File: config.mk
export PLATFORM = sky130hd
export DESIGN_NAME = key_debounce_auto_repeat
export DESIGN_NICKNAME = d
export VERILOG_FILES = /design/src/hdl/kdar_pkg.sv /design/src/hdl/kdar_cfg.sv /design/src/hdl/kdar_core.sv /design/src/hdl/key_debounce_auto_repeat.sv
export SDC_FILE = /design/constraint.sdc
export NUM_CORES = 1
export LEC_CHECK = 0
export ABC_AREA = 1
export BUFFER_PORTS_ARGS = -buffer_cell sky130_fd_sc_hd__buf_4
export CAP_MARGIN = 20
export CORE_MARGIN = 3
export CORE_UTILIZATION = 65
export DETAILED_ROUTE_END_ITERATION = 8
export GPL_TIMING_DRIVEN = 0
export PLACE_DENSITY = 0.85
export SLEW_MARGIN = 20
export SYNTH_ARGS = -nofsm -noshare
export SYNTH_HDL_FRONTEND = slang
export SYNTH_SLANG_ARGS = --single-unit
File: constraint.sdc
create_clock -name clk -period 5.05 [get_ports clk]
set_input_delay 0.2525 -clock clk [delete_from_list [all_inputs] [get_ports clk]]
set_output_delay 0.2525 -clock clk [all_outputs]
set_load 0.005 [all_outputs]
File: src/hdl/kdar_pkg.sv
// shared types and constants for the key debounce and auto-repeat block
`default_nettype none
package kdar_pkg;

    localparam int unsigned CFG_IDX_W  = 3;
    localparam int unsigned CFG_DATA_W = 16;

    localparam logic [7:0] PRESS_LIMIT = 8'h3F;

    typedef enum logic [1:0] {
        CMD_SCAN   = 2'd0,
        CMD_SINGLE = 2'd1,
        CMD_LONG   = 2'd2,
        CMD_NONE   = 2'd3
    } cmd_t;

    typedef enum logic [CFG_IDX_W-1:0] {
        REG_DEBOUNCE_TICKS  = 3'd0,
        REG_FIRST_HOLD      = 3'd1,
        REG_SLOW_INTERVAL   = 3'd2,
        REG_REPEATS_TO_FAST = 3'd3,
        REG_FAST_INTERVAL   = 3'd4
    } reg_idx_t;

    localparam logic [15:0] RST_DEBOUNCE_TICKS  = 16'd20;
    localparam logic [15:0] RST_FIRST_HOLD      = 16'd2500;
    localparam logic [15:0] RST_SLOW_INTERVAL   = 16'd300;
    localparam logic [7:0]  RST_REPEATS_TO_FAST = 8'd10;
    localparam logic [15:0] RST_FAST_INTERVAL   = 16'd50;

    typedef struct packed {
        logic [15:0] debounce_ticks;
        logic [15:0] first_hold_delay;
        logic [15:0] slow_repeat_interval;
        logic [7:0]  repeats_before_fast;
        logic [15:0] fast_repeat_interval;
    } cfg_t;

    typedef struct packed {
        cmd_t       cmd;
        logic [7:0] port_value;
        logic [7:0] key_code;
    } item_t;

    typedef struct packed {
        logic beep;
        logic hit;
    } result_t;

endpackage
`default_nettype wire

File: src/hdl/kdar_cfg.sv
// configuration register file
`default_nettype none
module kdar_cfg
    import kdar_pkg::*;
(
    input  wire logic                  clk,
    input  wire logic                  rst_n,
    input  wire logic                  wr_en,
    input  wire logic [CFG_IDX_W-1:0]  wr_index,
    input  wire logic [CFG_DATA_W-1:0] wr_data,
    output      cfg_t                  cfg
);

    cfg_t cfg_reg;
    cfg_t cfg_next;

    always_comb
    begin
        cfg_next = cfg_reg;
        if (wr_en)
        begin
            case (wr_index)
                REG_DEBOUNCE_TICKS:  cfg_next.debounce_ticks       = wr_data;
                REG_FIRST_HOLD:      cfg_next.first_hold_delay     = wr_data;
                REG_SLOW_INTERVAL:   cfg_next.slow_repeat_interval = wr_data;
                REG_REPEATS_TO_FAST: cfg_next.repeats_before_fast  = wr_data[7:0];
                REG_FAST_INTERVAL:   cfg_next.fast_repeat_interval = wr_data;
                default:             cfg_next = cfg_reg;
            endcase
        end
    end

    always_ff @(posedge clk or negedge rst_n)
    begin
        if (!rst_n)
        begin
            cfg_reg.debounce_ticks       <= RST_DEBOUNCE_TICKS;
            cfg_reg.first_hold_delay     <= RST_FIRST_HOLD;
            cfg_reg.slow_repeat_interval <= RST_SLOW_INTERVAL;
            cfg_reg.repeats_before_fast  <= RST_REPEATS_TO_FAST;
            cfg_reg.fast_repeat_interval <= RST_FAST_INTERVAL;
        end
        else
        begin
            cfg_reg <= cfg_next;
        end
    end

    assign cfg = cfg_reg;

endmodule
`default_nettype wire

File: src/hdl/kdar_core.sv
// key state registers and the per-beat update logic
`default_nettype none
module kdar_core
    import kdar_pkg::*;
(
    input  wire logic    clk,
    input  wire logic    rst_n,
    input  wire logic    step,
    input  wire item_t   item,
    input  wire cfg_t    cfg,
    output      result_t result
);

    logic [7:0]  cur_code_reg,  cur_code_next;
    logic [7:0]  prev_code_reg, prev_code_next;
    logic [15:0] stable_reg,    stable_next;
    logic        pressed_reg,   pressed_next;
    logic        taken_reg,     taken_next;
    logic        fast_reg,      fast_next;
    logic [7:0]  repeat_reg,    repeat_next;
    logic [15:0] hold_reg,      hold_next;

    logic        down;
    logic        changed;
    logic        code_match;
    logic [15:0] need;

    assign down       = item.port_value < PRESS_LIMIT;
    assign changed    = prev_code_reg != item.port_value;
    assign code_match = item.key_code == cur_code_reg;
    assign need       = (cfg.debounce_ticks == 16'd0) ? 16'd1 : cfg.debounce_ticks;

    always_comb
    begin
        cur_code_next  = cur_code_reg;
        prev_code_next = prev_code_reg;
        stable_next    = stable_reg;
        pressed_next   = pressed_reg;
        taken_next     = taken_reg;
        fast_next      = fast_reg;
        repeat_next    = repeat_reg;
        hold_next      = hold_reg;
        result         = '0;
        case (item.cmd)
            CMD_SCAN:
            begin
                cur_code_next  = item.port_value;
                prev_code_next = item.port_value;
                if (down && !changed)
                begin
                    if (stable_reg != 16'hFFFF)
                        stable_next = stable_reg + 16'd1;
                end
                else
                begin
                    // release or new code: restart debounce
                    stable_next  = '0;
                    pressed_next = 1'b0;
                    taken_next   = 1'b0;
                    fast_next    = 1'b0;
                end
                if (changed)
                    repeat_next = '0;
                if (stable_next == need && !pressed_next)
                begin
                    pressed_next = 1'b1;
                    result.beep  = 1'b1;
                end
                if (hold_reg != 16'd0)
                    hold_next = hold_reg - 16'd1;
            end
            CMD_SINGLE:
            begin
                if (code_match && pressed_reg && !taken_reg)
                begin
                    taken_next = 1'b1;
                    hold_next  = cfg.first_hold_delay;
                    result.hit = 1'b1;
                end
            end
            CMD_LONG:
            begin
                if (code_match && pressed_reg && hold_reg == 16'd0)
                begin
                    result.hit = 1'b1;
                    if (!fast_reg)
                    begin
                        hold_next   = cfg.slow_repeat_interval;
                        repeat_next = repeat_reg + 8'd1;
                        if (repeat_reg == cfg.repeats_before_fast)
                            fast_next = 1'b1;
                    end
                    else
                    begin
                        hold_next = cfg.fast_repeat_interval;
                    end
                end
            end
            default:
            begin
                result = '0;
            end
        endcase
    end

    always_ff @(posedge clk or negedge rst_n)
    begin
        if (!rst_n)
        begin
            cur_code_reg  <= '0;
            prev_code_reg <= '0;
            stable_reg    <= '0;
            pressed_reg   <= 1'b0;
            taken_reg     <= 1'b0;
            fast_reg      <= 1'b0;
            repeat_reg    <= '0;
            hold_reg      <= '0;
        end
        else if (step)
        begin
            cur_code_reg  <= cur_code_next;
            prev_code_reg <= prev_code_next;
            stable_reg    <= stable_next;
            pressed_reg   <= pressed_next;
            taken_reg     <= taken_next;
            fast_reg      <= fast_next;
            repeat_reg    <= repeat_next;
            hold_reg      <= hold_next;
        end
    end

endmodule
`default_nettype wire

File: src/hdl/key_debounce_auto_repeat.sv
// top level of the keypad debounce and auto-repeat qualifier
//
// usage
//   s_* stream carries one item per beat: s_tuser holds the command (scan
//   tick, single-press query or long-press query), s_tdata the port sample
//   and the key code asked about
//   m_* stream returns exactly one result beat per input beat: beep on a
//   scan tick that confirms a new press, hit on a query that reports an event
//   cfg_* channel writes the five timing registers; it is always ready and
//   is meant to be used only while no beat is in flight
// timing
//   a beat is captured in the input register, evaluated against the key
//   state by combinational logic and lands in the output register, which
//   presents the result
//   throughput is one beat per cycle while m_tready stays high; the key
//   state is updated as each beat moves between the two registers
// reset and stalls
//   reset clears the key state and both stages and loads the register
//   defaults; while m_tready is low a full output register holds, the input
//   register still fills once, and s_tready then drops until the result leaves
`default_nettype none
module key_debounce_auto_repeat
    import kdar_pkg::*;
(
    input  wire logic                  clk,
    input  wire logic                  rst_n,
    // input stream
    input  wire logic                  s_tvalid,
    output      logic                  s_tready,
    input  wire logic [15:0]           s_tdata,    // [7:0] port_value, [15:8] key_code
    input  wire logic [1:0]            s_tuser,    // [1:0] cmd
    // result stream
    output      logic                  m_tvalid,
    input  wire logic                  m_tready,
    output      logic [7:0]            m_tdata,    // [0] beep, [1] hit, [7:2] zero
    // configuration writes
    input  wire logic                  cfg_valid,
    output      logic                  cfg_ready,
    input  wire logic [CFG_IDX_W-1:0]  cfg_index,
    input  wire logic [CFG_DATA_W-1:0] cfg_data
);

    cfg_t    cfg;
    item_t   in_item_reg;
    logic    in_valid_reg;
    result_t core_result;
    result_t out_reg;
    logic    out_valid_reg;
    logic    advance;

    assign cfg_ready = 1'b1;

    kdar_cfg u_cfg (
        .clk      (clk),
        .rst_n    (rst_n),
        .wr_en    (cfg_valid & cfg_ready),
        .wr_index (cfg_index),
        .wr_data  (cfg_data),
        .cfg      (cfg)
    );

    // the held beat moves on when the output register is empty or emptying
    assign advance  = in_valid_reg && (!out_valid_reg || m_tready);
    assign s_tready = !in_valid_reg || advance;

    // input register: payload needs no reset
    always_ff @(posedge clk or negedge rst_n)
    begin
        if (!rst_n)
            in_valid_reg <= 1'b0;
        else if (s_tready)
            in_valid_reg <= s_tvalid;
    end

    always_ff @(posedge clk)
    begin
        if (s_tready && s_tvalid)
        begin
            in_item_reg.cmd        <= cmd_t'(s_tuser);
            in_item_reg.port_value <= s_tdata[7:0];
            in_item_reg.key_code   <= s_tdata[15:8];
        end
    end

    kdar_core u_core (
        .clk    (clk),
        .rst_n  (rst_n),
        .step   (advance),
        .item   (in_item_reg),
        .cfg    (cfg),
        .result (core_result)
    );

    // output register
    always_ff @(posedge clk or negedge rst_n)
    begin
        if (!rst_n)
            out_valid_reg <= 1'b0;
        else if (!out_valid_reg || m_tready)
            out_valid_reg <= in_valid_reg;
    end

    always_ff @(posedge clk)
    begin
        if (advance)
            out_reg <= core_result;
    end

    assign m_tvalid = out_valid_reg;
    assign m_tdata  = {6'd0, out_reg.hit, out_reg.beep};

endmodule
`default_nettype wire

After elaboration in Yosys (flattened, before gate mapping)
Cells that the tools add are included.
{"block": "op_classes", "magnitude_cmp": 1, "mux": 27, "reduce_logical": 32, "n_eq_ne": 17, "add_sub_neg": 3}
{"op": "$mux 16", "count": 8}
{"op": "$pmux 16 s3", "count": 1}
{"op": "$logic_not 16->1", "count": 2}
{"op": "$mux 8", "count": 3}
{"op": "$add 16x1->16 const B", "count": 1}
{"op": "$eq 16x16->1", "count": 1}
{"op": "$eq 8x8->1", "count": 2}
{"op": "$ne 16x16->1 const B", "count": 1}
{"op": "$pmux 8 s2", "count": 1}
{"op": "$reduce_bool 16->1", "count": 1}
{"op": "$sub 16x1->16 const B", "count": 1}
{"op": "$reduce_and 2->1", "count": 6}
{"op": "$mux 1", "count": 11}
{"op": "$reduce_and 5->1", "count": 2}
{"op": "$add 8x1->8 const B", "count": 1}
{"op": "$lt 8x6->1 const B", "count": 1}
{"op": "$ne 2x1->1 const B", "count": 4}
{"op": "$ne 8x8->1", "count": 1}
{"op": "$reduce_and 4->1", "count": 2}
{"op": "$logic_and 1x1->1", "count": 7}
{"op": "$eq 3x2->1 const B", "count": 2}
{"op": "$pmux 1 s2", "count": 3}
{"op": "$logic_not 1->1", "count": 5}
{"op": "$ne 2x2->1 const B", "count": 2}
{"op": "other kinds (9)", "count": 11}
{"block": "totals", "wordCells": 99, "out_inout_bits": 11, "inputBits": 42, "ff_bits": 145}

Depth between registers and ports, before layout
Gate-level depths: netlist of the first run.
{"block": "depth", "word_depth": 8, "ltp_mapped": 16, "depth_no_buf": 16}

Cells and area by module
A second synthesis of the first run with hierarchy kept.
{"block": "hier_totals", "cells_unflattened": 1075, "hier_area_um2": 8201.6}
{"mod": "kdar_core", "area_per_inst_um2": 4494.3, "instances": 1, "seq_area_each_um2": 1276.2, "cells_per_inst": 712}
{"mod": "kdar_cfg", "area_per_inst_um2": 2951.6, "instances": 1, "seq_area_each_um2": 1821.7, "cells_per_inst": 322}
{"mod": "key_debounce_auto_repeat", "area_per_inst_um2": 755.7, "instances": 1, "seq_area_each_um2": 650.6, "cells_per_inst": 41}

Worst setup path after synthesis of the first run
Ideal clock, no wire load.
{"block": "synth_timing", "kind": "register to register", "from": "register u_core.stable_reg[0]", "to": "register out_reg, in the netlist m_tdata[0], data pin", "required_ns": 4.792, "n_path_buf": 1, "t_arrival_ns": 1.620, "path_slack_ns": 3.172, "setup_ns": 0.258, "period_less_slack_ns": 1.878, "path_stages_with_launch": 16, "path_cell_list": "dfrtp_1 -> ha_1 -> inv_1 -> nor2_2 -> nand2_2 -> inv_2 -> nand2_4 -> buf_6 -> nand2_1 -> nand2_1 -> o21bai_1 -> nand2_1 -> nand3_1 -> nor2_2 -> nand2_1 -> nor2_2"}
{"block": "synth_via", "elab_chain_cells": 7, "word_cells_on_any_way": 8, "classes_between": "add/sub: 1; eq/ne: 2; mux: 4; reduce/logical: 1"}
{"item": "from (decl)", "line_no": "kdar_core.sv:16", "rtl": "logic [15:0] stable_reg, stable_next;"}
{"item": "from (signal assigned)", "line_no": "kdar_core.sv:123", "rtl": "stable_reg <= stable_next;"}
{"item": "$add 16x1->16 or $ne 16x16->1 (tied branches)", "line_no": "kdar_core.sv:52, kdar_core.sv:51"}
{"item": "$mux 16 *", "line_no": "kdar_core.sv:51", "rtl": "if (stable_reg != 16'hFFFF)"}
{"item": "$mux 16 *", "line_no": "kdar_core.sv:49", "rtl": "if (down && !changed)"}
{"item": "$mux 16 *", "line_no": "kdar_core.sv:44", "rtl": "case (item.cmd)"}
{"item": "$eq 16x16->1 *", "line_no": "kdar_core.sv:64", "rtl": "if (stable_next == need && !pressed_next)"}
{"item": "$logic_and 1x1->1 *", "line_no": "kdar_core.sv:64"}
{"item": "$mux 1 *", "line_no": "kdar_core.sv:64"}
{"item": "to (signal assigned)", "line_no": "key_debounce_auto_repeat.sv:106", "rtl": "out_reg <= core_result;"}
{"item": "to (decl)", "line_no": "key_debounce_auto_repeat.sv:47", "rtl": "result_t out_reg;"}
Mark *: on every way between the ends. The rest lies on a longest branch, timed or not. The select of a mux whose other input is x is not followed.
A chain may end at the register's enable or synchronous reset.

Worst setup path after layout of the first run
{"block": "layout_timing", "from": "register in_item_reg[16] (netlist name)", "to": "register u_core.hold_reg[7]"}
{"block": "layout_via", "elab_chain_cells": 3, "word_cells_on_any_way": 9, "classes_between": "eq/ne: 5; mux: 1; reduce/logical: 3"}
{"item": "from (decl)", "line_no": "key_debounce_auto_repeat.sv:44", "rtl": "item_t in_item_reg;"}
{"item": "$eq 2x2->1 (tied with other cells)", "line_no": "kdar_core.sv:44"}
{"item": "$ne 2x1->1 (no line) or $reduce_bool 3->1 (tied branches)"}
{"item": "$reduce_and 5->1 (no line)"}
{"item": "to (signal assigned)", "line_no": "kdar_core.sv:128", "rtl": "hold_reg <= hold_next;"}
{"item": "to (decl)", "line_no": "kdar_core.sv:21", "rtl": "logic [15:0] hold_reg, hold_next;"}
Several ways; a longest one is shown, not always the timed one.

==> summary.txt, run 1 <==
Run
  • Max_cap viols: 0

GRT
  • Initial antenna violation count: 1
  • Largest net degree at the start of global routing: 75
  • Grt ovf: 0
  • Vias in the first global route: slightly above 7000
  • Gr usage total: 0.332
  • First-pass GRT wire length: 34.2 mm

STA
  • Slew margin rel.: 0.556
  • Tcrit/Tclk final: 0.493
  • FMAX: around 400 MHz
  • Hold Fails Final Rpt: 0
  • Final setup viols: 0
  • Post-layout minimum cycle time: between 2 and 2.5 ns
  • Final setup TNS: 0 ns
  • Slew Viols, Final: 0
  • Slew @ Worst Pin: roughly 0.67 ns
  • RSZ-0062 raised after global routing: false
  • Skew final: ~0.007 ns
  • Setup ws final: 2.56 ns

Clock tree
  • Max clock buf depth: 2
  • Clock transition at path regs: around 0.060 ns
  • Worst-Skew Late Latency: 0.43 ns
  • Total CTS buffers: 17
  • Root Buffer: clkbuf_16
  • H-tree levels: 4
  • CTS tree: done
  • Post-cts resize count: 0
  • Clock Sink Count: 145

Power and ir drop
  • Leakage: ~4.4 nW
  • Combinational group share of total power: 0.236
  • Clock share of power: 0.350
  • Psw: approximately 1.3 mW
  • Sw Ratio: 0.328
  • VDD IR-drop max: roughly 0.33 mV
  • Pwr/cell area: 416 mW/mm^2
  • Pint: ~2.6 mW
  • Flop pwr share: 0.414

Cells and area
  • Area of the multi-input gates: 0.00349 sq mm
  • Synth-to-layout area growth: 17.7%
  • Fill cells: about 770
  • Most frequent cells in the layout: nand2_1, o21ai_0, dfrtp_1
  • Post-Layout Inst Area: about 0.0093 sq mm
  • Commonest non-fill, non-tap cell in the layout: nand2_1
  • Fraction of final layout cells sized beyond drive strength 1: 0.138
  • Max reg flops: 72
  • Net count reported at finish: between 1000 and 1500
  • Post-layout util: 0.797
  • Sequential Area: around 0.0037 sq mm

Routing
  • Routed length per instance: 16.7 microns
  • DRC Markers: 0
  • Post-route ant nets: 0
  • Pre-Repair DR Iteration Count: 5
  • Routed WL: 21.2 mm
  • Initial drt markers: 970
  • Via count: 7331
  • Post-detailed-route via-to-cell ratio: slightly below 6

Yosys
  • Post-synthesis instance area: 0.00787 sq mm
  • Mean Syn Cell Area: 7.69 sq um
  • Most common flop cell mapped by yosys: dfrtp_1
  • Post-synth EDFFs: 20
  • Syn Inst Count: between 1000 and 1500
  • Sequential cell area fraction in the yosys report: 0.476
  • Synth async-reset ratio: 0.862
  • Synth warn: 0
  • Yosys reg bits: roughly 150
  • Cell variety after synth: 42

Worst setup path
  • Worst-path fanout max: 10
  • Endpoint class of the critical path: flop
  • Crit Path Class: reg2reg
  • WP data required: about 5.4 ns
  • Signal arrival time at the worst endpoint: between 2 and 3 ns
  • Startpoint Class: flop
  • Worst-case reg-to-reg path depth: 8

Place
  • Port Buffer Count: between 40 and 50
  • DP Area: ~0.0084 sq mm
  • Hpwl dp: 13.7 mm
  • GP Congestion: just over 0.9
  • Pre-CTS WS: approximately 2.7 ns

Status
  • Status: complete, no violations

Floorplan
  • Cell Rows: 39
  • Io pins: 53
  • Die ar.: between 0.01 and 0.015 sq mm
  • Placeable Area: 0.0116 sq mm
  • Initial Utilization: 0.678
  • Die H: between 100 and 150 microns
  • Die width: around 120 microns

Min path
  • Worst Hold Depth: 3
  • HP Class: in2reg
## repair_timing
| item | in CTS | in global routing |
|---|---|---|
| hold endpoints to repair | 68 | 1 |
| buffers inserted | 0 | 0 |
| hold buffers | 18 | 1 |
## worst max-delay path: stages, from the launching register on
cell and delay [ns]:
edfxtp_1 0.38, inv_1 0.08, ha_1 0.29, clkbuf_1 0.35
clkinv_1 0.40, clkbuf_1 0.38, a21oi_1 0.25, a21oi_1 0.06
o21ai_0 0.21
## power groups by stage
stage	registers [mW]	logic (mW)	clock network, mW
global placement	1.59	0.821	0
floorplan	1.56	0.641	0
CTS	1.59	0.890	1.35
detailed placement	1.60	0.854	0
global route	1.62	1.03	1.41
finish	1.59	0.907	1.35
## final timing paths
path	start	end	slack (ns)
max in group asynchronous	rst_n	u_cfg.cfg[19]	3.90
min	s_tvalid	in_valid_reg	0.11
min reg2reg	u_cfg.cfg[37]	u_cfg.cfg[37]	0.48
min in group asynchronous	rst_n	u_core.stable_reg[12]	0.35
max	in_item_reg[16]	u_core.hold_reg[7]	2.56
max reg2reg	in_item_reg[16]	u_core.hold_reg[7]	2.56
## metal layers
| layer | GRT usage | wire length (microns) |
|---|---|---|
| met1 | 0.417 | 8320 |
| met2 | 0.537 | 10400 |
| met3 | 0.0862 | 1740 |
| met4 | 0.159 | 743 |
| met5 | 0 | 0 |
## synthesized netlist by cell type (all sizes together) (16+ instances only)
| master | instances | area (sq um) |
|---|---|---|
| nand4 | 20 | 125 |
| nand3 | 57 | 305 |
| nand2 | 314 | 1210 |
| nor2 | 89 | 372 |
| dfrtp | 109 | 2730 |
| buf | 17 | 139 |
| edfxtp | 20 | 601 |
| a21oi | 17 | 88.8 |
| xor2 | 16 | 140 |
| clkbuf | 28 | 105 |
| inv | 106 | 398 |
| dfstp | 16 | 420 |
| o21ai | 162 | 837 |
## stage by stage
| step | hold slack [ns] | std cells | total power [mW] |
|---|---|---|---|
| after global placement | 0.431 | 1216 | 2.42 |
| final | 0.106 | 1269 | 3.85 |
| after floorplan | -0.0431 | 1028 | 2.20 |
| after detailed placement | 0.246 | 1217 | 2.46 |
| after CTS | 0.00126 | 1267 | 3.83 |
| after global routing | 0.122 | 1269 | 4.06 |
## layout make-up
class / count / share of cell area
timing repair buffer: 65 / 0.0604
inverter: 107 / 0.0434
sequential: 145 / 0.405
clock inverter: 15 / 0.0222
antenna: 1 / 0.000270
buffer: 45 / 0.0264
tap: 143 / 0.0193
multi-input combinational: 731 / 0.377
clock buffer: 17 / 0.0459
## cell families (layout without fill, tap and decap cells)
| kind of cell | Yosys count | in the layout | share of synthesized area |
|---|---|---|---|
| buffers and inverters | 152 | 249 | 0.0820 |
| AO/OA/AOI/OAI | 190 | 190 | 0.129 |
| multiplexers | 1 | 1 | 0.00127 |
| XOR/XNOR | 21 | 21 | 0.0234 |
| adder cells (fa/ha/maj) | 8 | 8 | 0.0127 |
| AND/OR/NAND/NOR | 504 | 504 | 0.274 |
| flip-flops | 145 | 145 | 0.476 |
| other | 2 | 8 | 0.000954 |
Power figures use the tool's default switching activity.
==> run 2: changes to the inputs <==
- ABC_AREA: 1 -> 0
- CORE_UTILIZATION: 65 -> 55
- PLACE_DENSITY: 0.85 -> 0.77
- clock period: 5.05 -> 2.11 ns (I/O delays scaled with it)
==> summary.txt, run 2 <==
Clock tree
  • Root Buffer: clkbuf_16 (unchanged)
  • Clock transition at path regs: 0.07 ns (was 0.06 ns)
  • Worst-Skew Late Latency: 0.43 ns (about the same)
  • Clock Sink Count: 145 (unchanged)
  • H-tree levels: 4 (unchanged)
  • Max clock buf depth: 2 (unchanged)
  • CTS tree: done (unchanged)
  • Total CTS buffers: 17 (unchanged)

Routing
  • DRC Markers: 0 (unchanged)
  • Initial drt markers: 742 (was 970)
  • Post-detailed-route via-to-cell ratio: 6.12 (was 5.78)
  • Routed length per instance: 20.3 microns (was 16.7 microns)
  • Via count: 6300 (was 7331)
  • Post-route ant nets: 0 (unchanged)
  • Pre-Repair DR Iteration Count: 6 (was 5)
  • Routed WL: 20.9 mm (was 21.2 mm)

Worst setup path
  • Startpoint Class: flop (unchanged)
  • Signal arrival time at the worst endpoint: 3.15 ns (was 2.83 ns)
  • FF-to-FF End: m_tdata[0] (was u_core.hold_reg[7])
  • Worst-case reg-to-reg path depth: 9 (was 8)
  • Worst-path fanout max: 5 (was 10)
  • Crit Path Class: reg2reg (unchanged)
  • Endpoint class of the critical path: flop (unchanged)
  • WP data required: 2.36 ns (was 5.39 ns)
  • Reg2Reg Launch Point: u_core.stable_reg[2] (was in_item_reg[16])
  • R2R Setup Slk: -0.79 ns (was 2.56 ns)

Status
  • Failing checks: setup timing
  • Status: complete, but fails checks (was complete, no violations)

Yosys
  • Xor and xnor area share after synthesis: 0.0476 (was 0.0234)
  • Synth Area in Compound Gates: 0.113 (was 0.129)
  • Combinational family with the most area after synthesis: simple AND/OR/NAND/NOR gates (unchanged)
  • Most area-hungry cell type in the Yosys netlist: dfrtp_1 (unchanged)
  • Synth async-reset ratio: 0.862 (unchanged)
  • Yosys reg bits: 145 (unchanged)
  • Mean Syn Cell Area: 10.8 sq um (was 7.69 sq um)
  • Area share of the largest cell type after synthesis: 0.361 (was 0.347)
  • Syn Inst Count: 702 (was 1023)
  • Cell variety after synth: 66 (was 42)
  • Synth warn: 0 (unchanged)
  • Post-synthesis instance area: 0.00755 sq mm (was 0.00787 sq mm)
  • Post-Synth Adder-Cell Area: 0.0133 (was 0.0127)
  • Synth area leaders: dfrtp_1, mux2_2, edfxtp_1 (was dfrtp_1, nand2_1, o21ai_0)
  • Sequential cell area fraction in the yosys report: 0.497 (was 0.476)
  • Mux contribution to synthesized area: 0.139 (was 0.00127)
  • Most common flop cell mapped by yosys: dfrtp_1 (unchanged)
  • Post-synth EDFFs: 20 (unchanged)
  • Synth cell count leaders: dfrtp_1, mux2_2, nand2_1, nor2_1, a21oi_1 (was nand2_1, o21ai_0, dfrtp_1, inv_1, nor2_1)
  • Post-Synth Simple-Gate Area: 0.160 (was 0.274)
  • Top-count cell post-synth: dfrtp_1 (was nand2_1)

Floorplan
  • Placeable Area: 0.0133 sq mm (was 0.0116 sq mm)
  • Die width: 123 microns (was 116 microns)
  • Die ar.: 0.0152 sq mm (was 0.0135 sq mm)
  • Die H: 123 microns (was 116 microns)
  • Initial Utilization: 0.566 (was 0.678)
  • Io pins: 53 (unchanged)
  • Cell Rows: 42 (was 39)

STA
  • FMAX: 345 MHz (was 402 MHz)
  • Slew Viols, Final: 0 (unchanged)
  • Skew final: 0.0114 ns (was 0.00716 ns)
  • Slew @ Worst Pin: 0.800 ns (was 0.665 ns)
  • Slew margin rel.: 0.467 (was 0.556)
  • Hold Fails Final Rpt: 0 (unchanged)
  • Tcrit/Tclk final: 1.37 (was 0.493)
  • Post-layout minimum cycle time: 2.90 ns (was 2.49 ns)
  • Hold_ws: 0.0311 ns (was 0.106 ns)
  • RSZ-0062 raised after global routing: true (was false)
  • Final setup viols: 28 (was 0)
  • Setup ws final: -0.788 ns (was 2.56 ns)

Cells and area
  • Max reg flops: 72 (unchanged)
  • Synth-to-layout area growth: 31.8% (was 17.7%)
  • Fraction of final layout cells sized beyond drive strength 1: 0.377 (was 0.138)
  • Commonest non-fill, non-tap cell in the layout: dfrtp_1 (was nand2_1)
  • Net count reported at finish: 891 (was 1162)
  • Fill cells: 845 (was 773)
  • Non-Filler Instances: 1030 (was 1269)
  • Diode count: 0 (was 1)
  • Post-Layout Inst Area: 0.00995 sq mm (was 0.00926 sq mm)
  • Most frequent cells in the layout: dfrtp_1, mux2_2, buf_4 (was nand2_1, o21ai_0, dfrtp_1)

Power and ir drop
  • Sw Ratio: 0.309 (was 0.328)
  • Clock share of power: 0.334 (was 0.350)
  • VDD IR-drop max: 0.988 mV (was 0.328 mV)
  • Pwr/cell area: 877 mW/mm^2 (was 416 mW/mm^2)
  • Pint: 6.04 mW (was 2.59 mW)
  • Psw: 2.69 mW (was 1.26 mW)
  • Leakage: 4.17 nW (was 4.41 nW)
  • Flop pwr share: 0.445 (was 0.414)
  • Combinational group share of total power: 0.221 (was 0.236)

GRT
  • Grt ovf: 0 (unchanged)
  • First-pass GRT wire length: 32.0 mm (was 34.2 mm)
  • Vias in the first global route: 6186 (was 7136)
  • Largest net degree at the start of global routing: 85 (was 75)
  • Gr usage total: 0.274 (was 0.332)
  • Initial antenna violation count: 0 (was 1)

Min path
  • Hold endpoint: m_tvalid (was in_valid_reg)
  • Hold Crit Start: m_tready (was s_tvalid)
  • HP Class: in2reg (unchanged)
  • Worst Hold Depth: 3 (unchanged)

Place
  • Port Buffer Count: 44 (was 45)
  • Pre-CTS WS: -1.43 ns (was 2.68 ns)
  • DP Area: 0.00828 sq mm (was 0.00844 sq mm)
  • Hpwl dp: 13.1 mm (was 13.7 mm)
  • Cells after DPL: 928 (was 1217)
  • GP Congestion: 0.927 (was 0.934)

Run
  • Max_cap viols: 0 (unchanged)
==> run 2: layer usage <==
metal | wire [microns] | up-vias | global-route usage | part of all wire
met4 | 446 | 0 | 0.0920 | 0.021
li1 | - | 2849 | - | -
met5 | 0 | - | 0 | 0
met1 | 8940 | 3161 | 0.381 | 0.43
met2 | 10300 | 246 | 0.433 | 0.49
met3 | 1210 | 44 | 0.0554 | 0.058
==> run 2: metrics by stage <==
| stage | total power [mW] | setup TNS, ns | utilization |
|---|---|---|---|
| 2_1_floorplan | 4.91 | -4.81 | - |
| 3_5_place_dp | 5.43 | -24.21 | 0.620 |
| 3_3_place_gp | 5.31 | -20.56 | 0.618 |
| 6_report | 8.73 | -13.10 | 0.746 |
| 5_1_grt | 9.09 | -15.60 | 0.746 |
| 4_1_cts | 8.46 | -12.05 | 0.711 |
==> run 2: layout make-up <==
type                            count  area (sq um)  area share
Clock buffer                       18           439      0.0441
Tap cell                          176           220      0.0221
Sequential cell                   145          3760       0.378
Inverter                           12          48.8     0.00490
Timing Repair Buffer              118          1070       0.108
Buffer                             36           270      0.0272
Multi-Input combinational cell    511          4010       0.403
Clock inverter                     14           129      0.0129
==> run 2: worst max path at each step <==
stage / startpoint / endpoint / slack, ns / depth (start not counted)
6_report: u_core.stable_reg[2] / m_tdata[0] / -0.79 / 9
5_1_grt: in_item_reg[9] / m_tdata[0] / -0.86 / 9
2_1_floorplan: u_core.stable_reg[2] / u_core.pressed_reg / -0.55 / 9
4_1_cts: u_core.stable_reg[2] / u_core.pressed_reg / -0.79 / 9
3_5_place_dp: in_item_reg[14] / m_tdata[0] / -1.43 / 9
3_3_place_gp: in_item_reg[15] / m_tdata[0] / -1.27 / 9
==> run 2: power groups by stage <==
stage	logic, mW	clock network, mW	registers [mW]
floorplan	1.17	0	3.74
global placement	1.49	0	3.83
detailed placement	1.56	0	3.87
CTS	1.71	2.93	3.82
global route	2.10	3.06	3.94
finish	1.93	2.92	3.89
==> run 2: cells by family (layout without fill, tap and decap cells) <==
| kind of cell | Yosys count | after routing |
|---|---|---|
| XOR/XNOR | 41 | 41 |
| AND/OR/NAND/NOR | 232 | 232 |
| multiplexers | 94 | 94 |
| buffers and inverters | 51 | 198 |
| flip-flops | 145 | 145 |
| adder cells (fa/ha/maj) | 8 | 8 |
| AO/OA/AOI/OAI | 129 | 129 |
| other | 2 | 7 |
==> run 2: timing repair <==
item                       in CTS  in global routing
cloned                          0                  3
resized for setup              39                 75
hold endpoints to repair      132                  0
setup buffers                  18                 15
setup endpoints to repair      45                 50
hold buffers                   37                  0
pin swaps                      14                 23
==> run 2: worst max-delay path: stages (launching register included) <==
cell	delay, ns
dfrtp_1	0.34
clkbuf_8	0.15
and4_4	0.24
nand3_4	0.09
or3b_4	0.45
xnor2_4	0.17
or3_1	0.30
a32o_1	0.23
or4_4	0.57
nor4_4	0.18
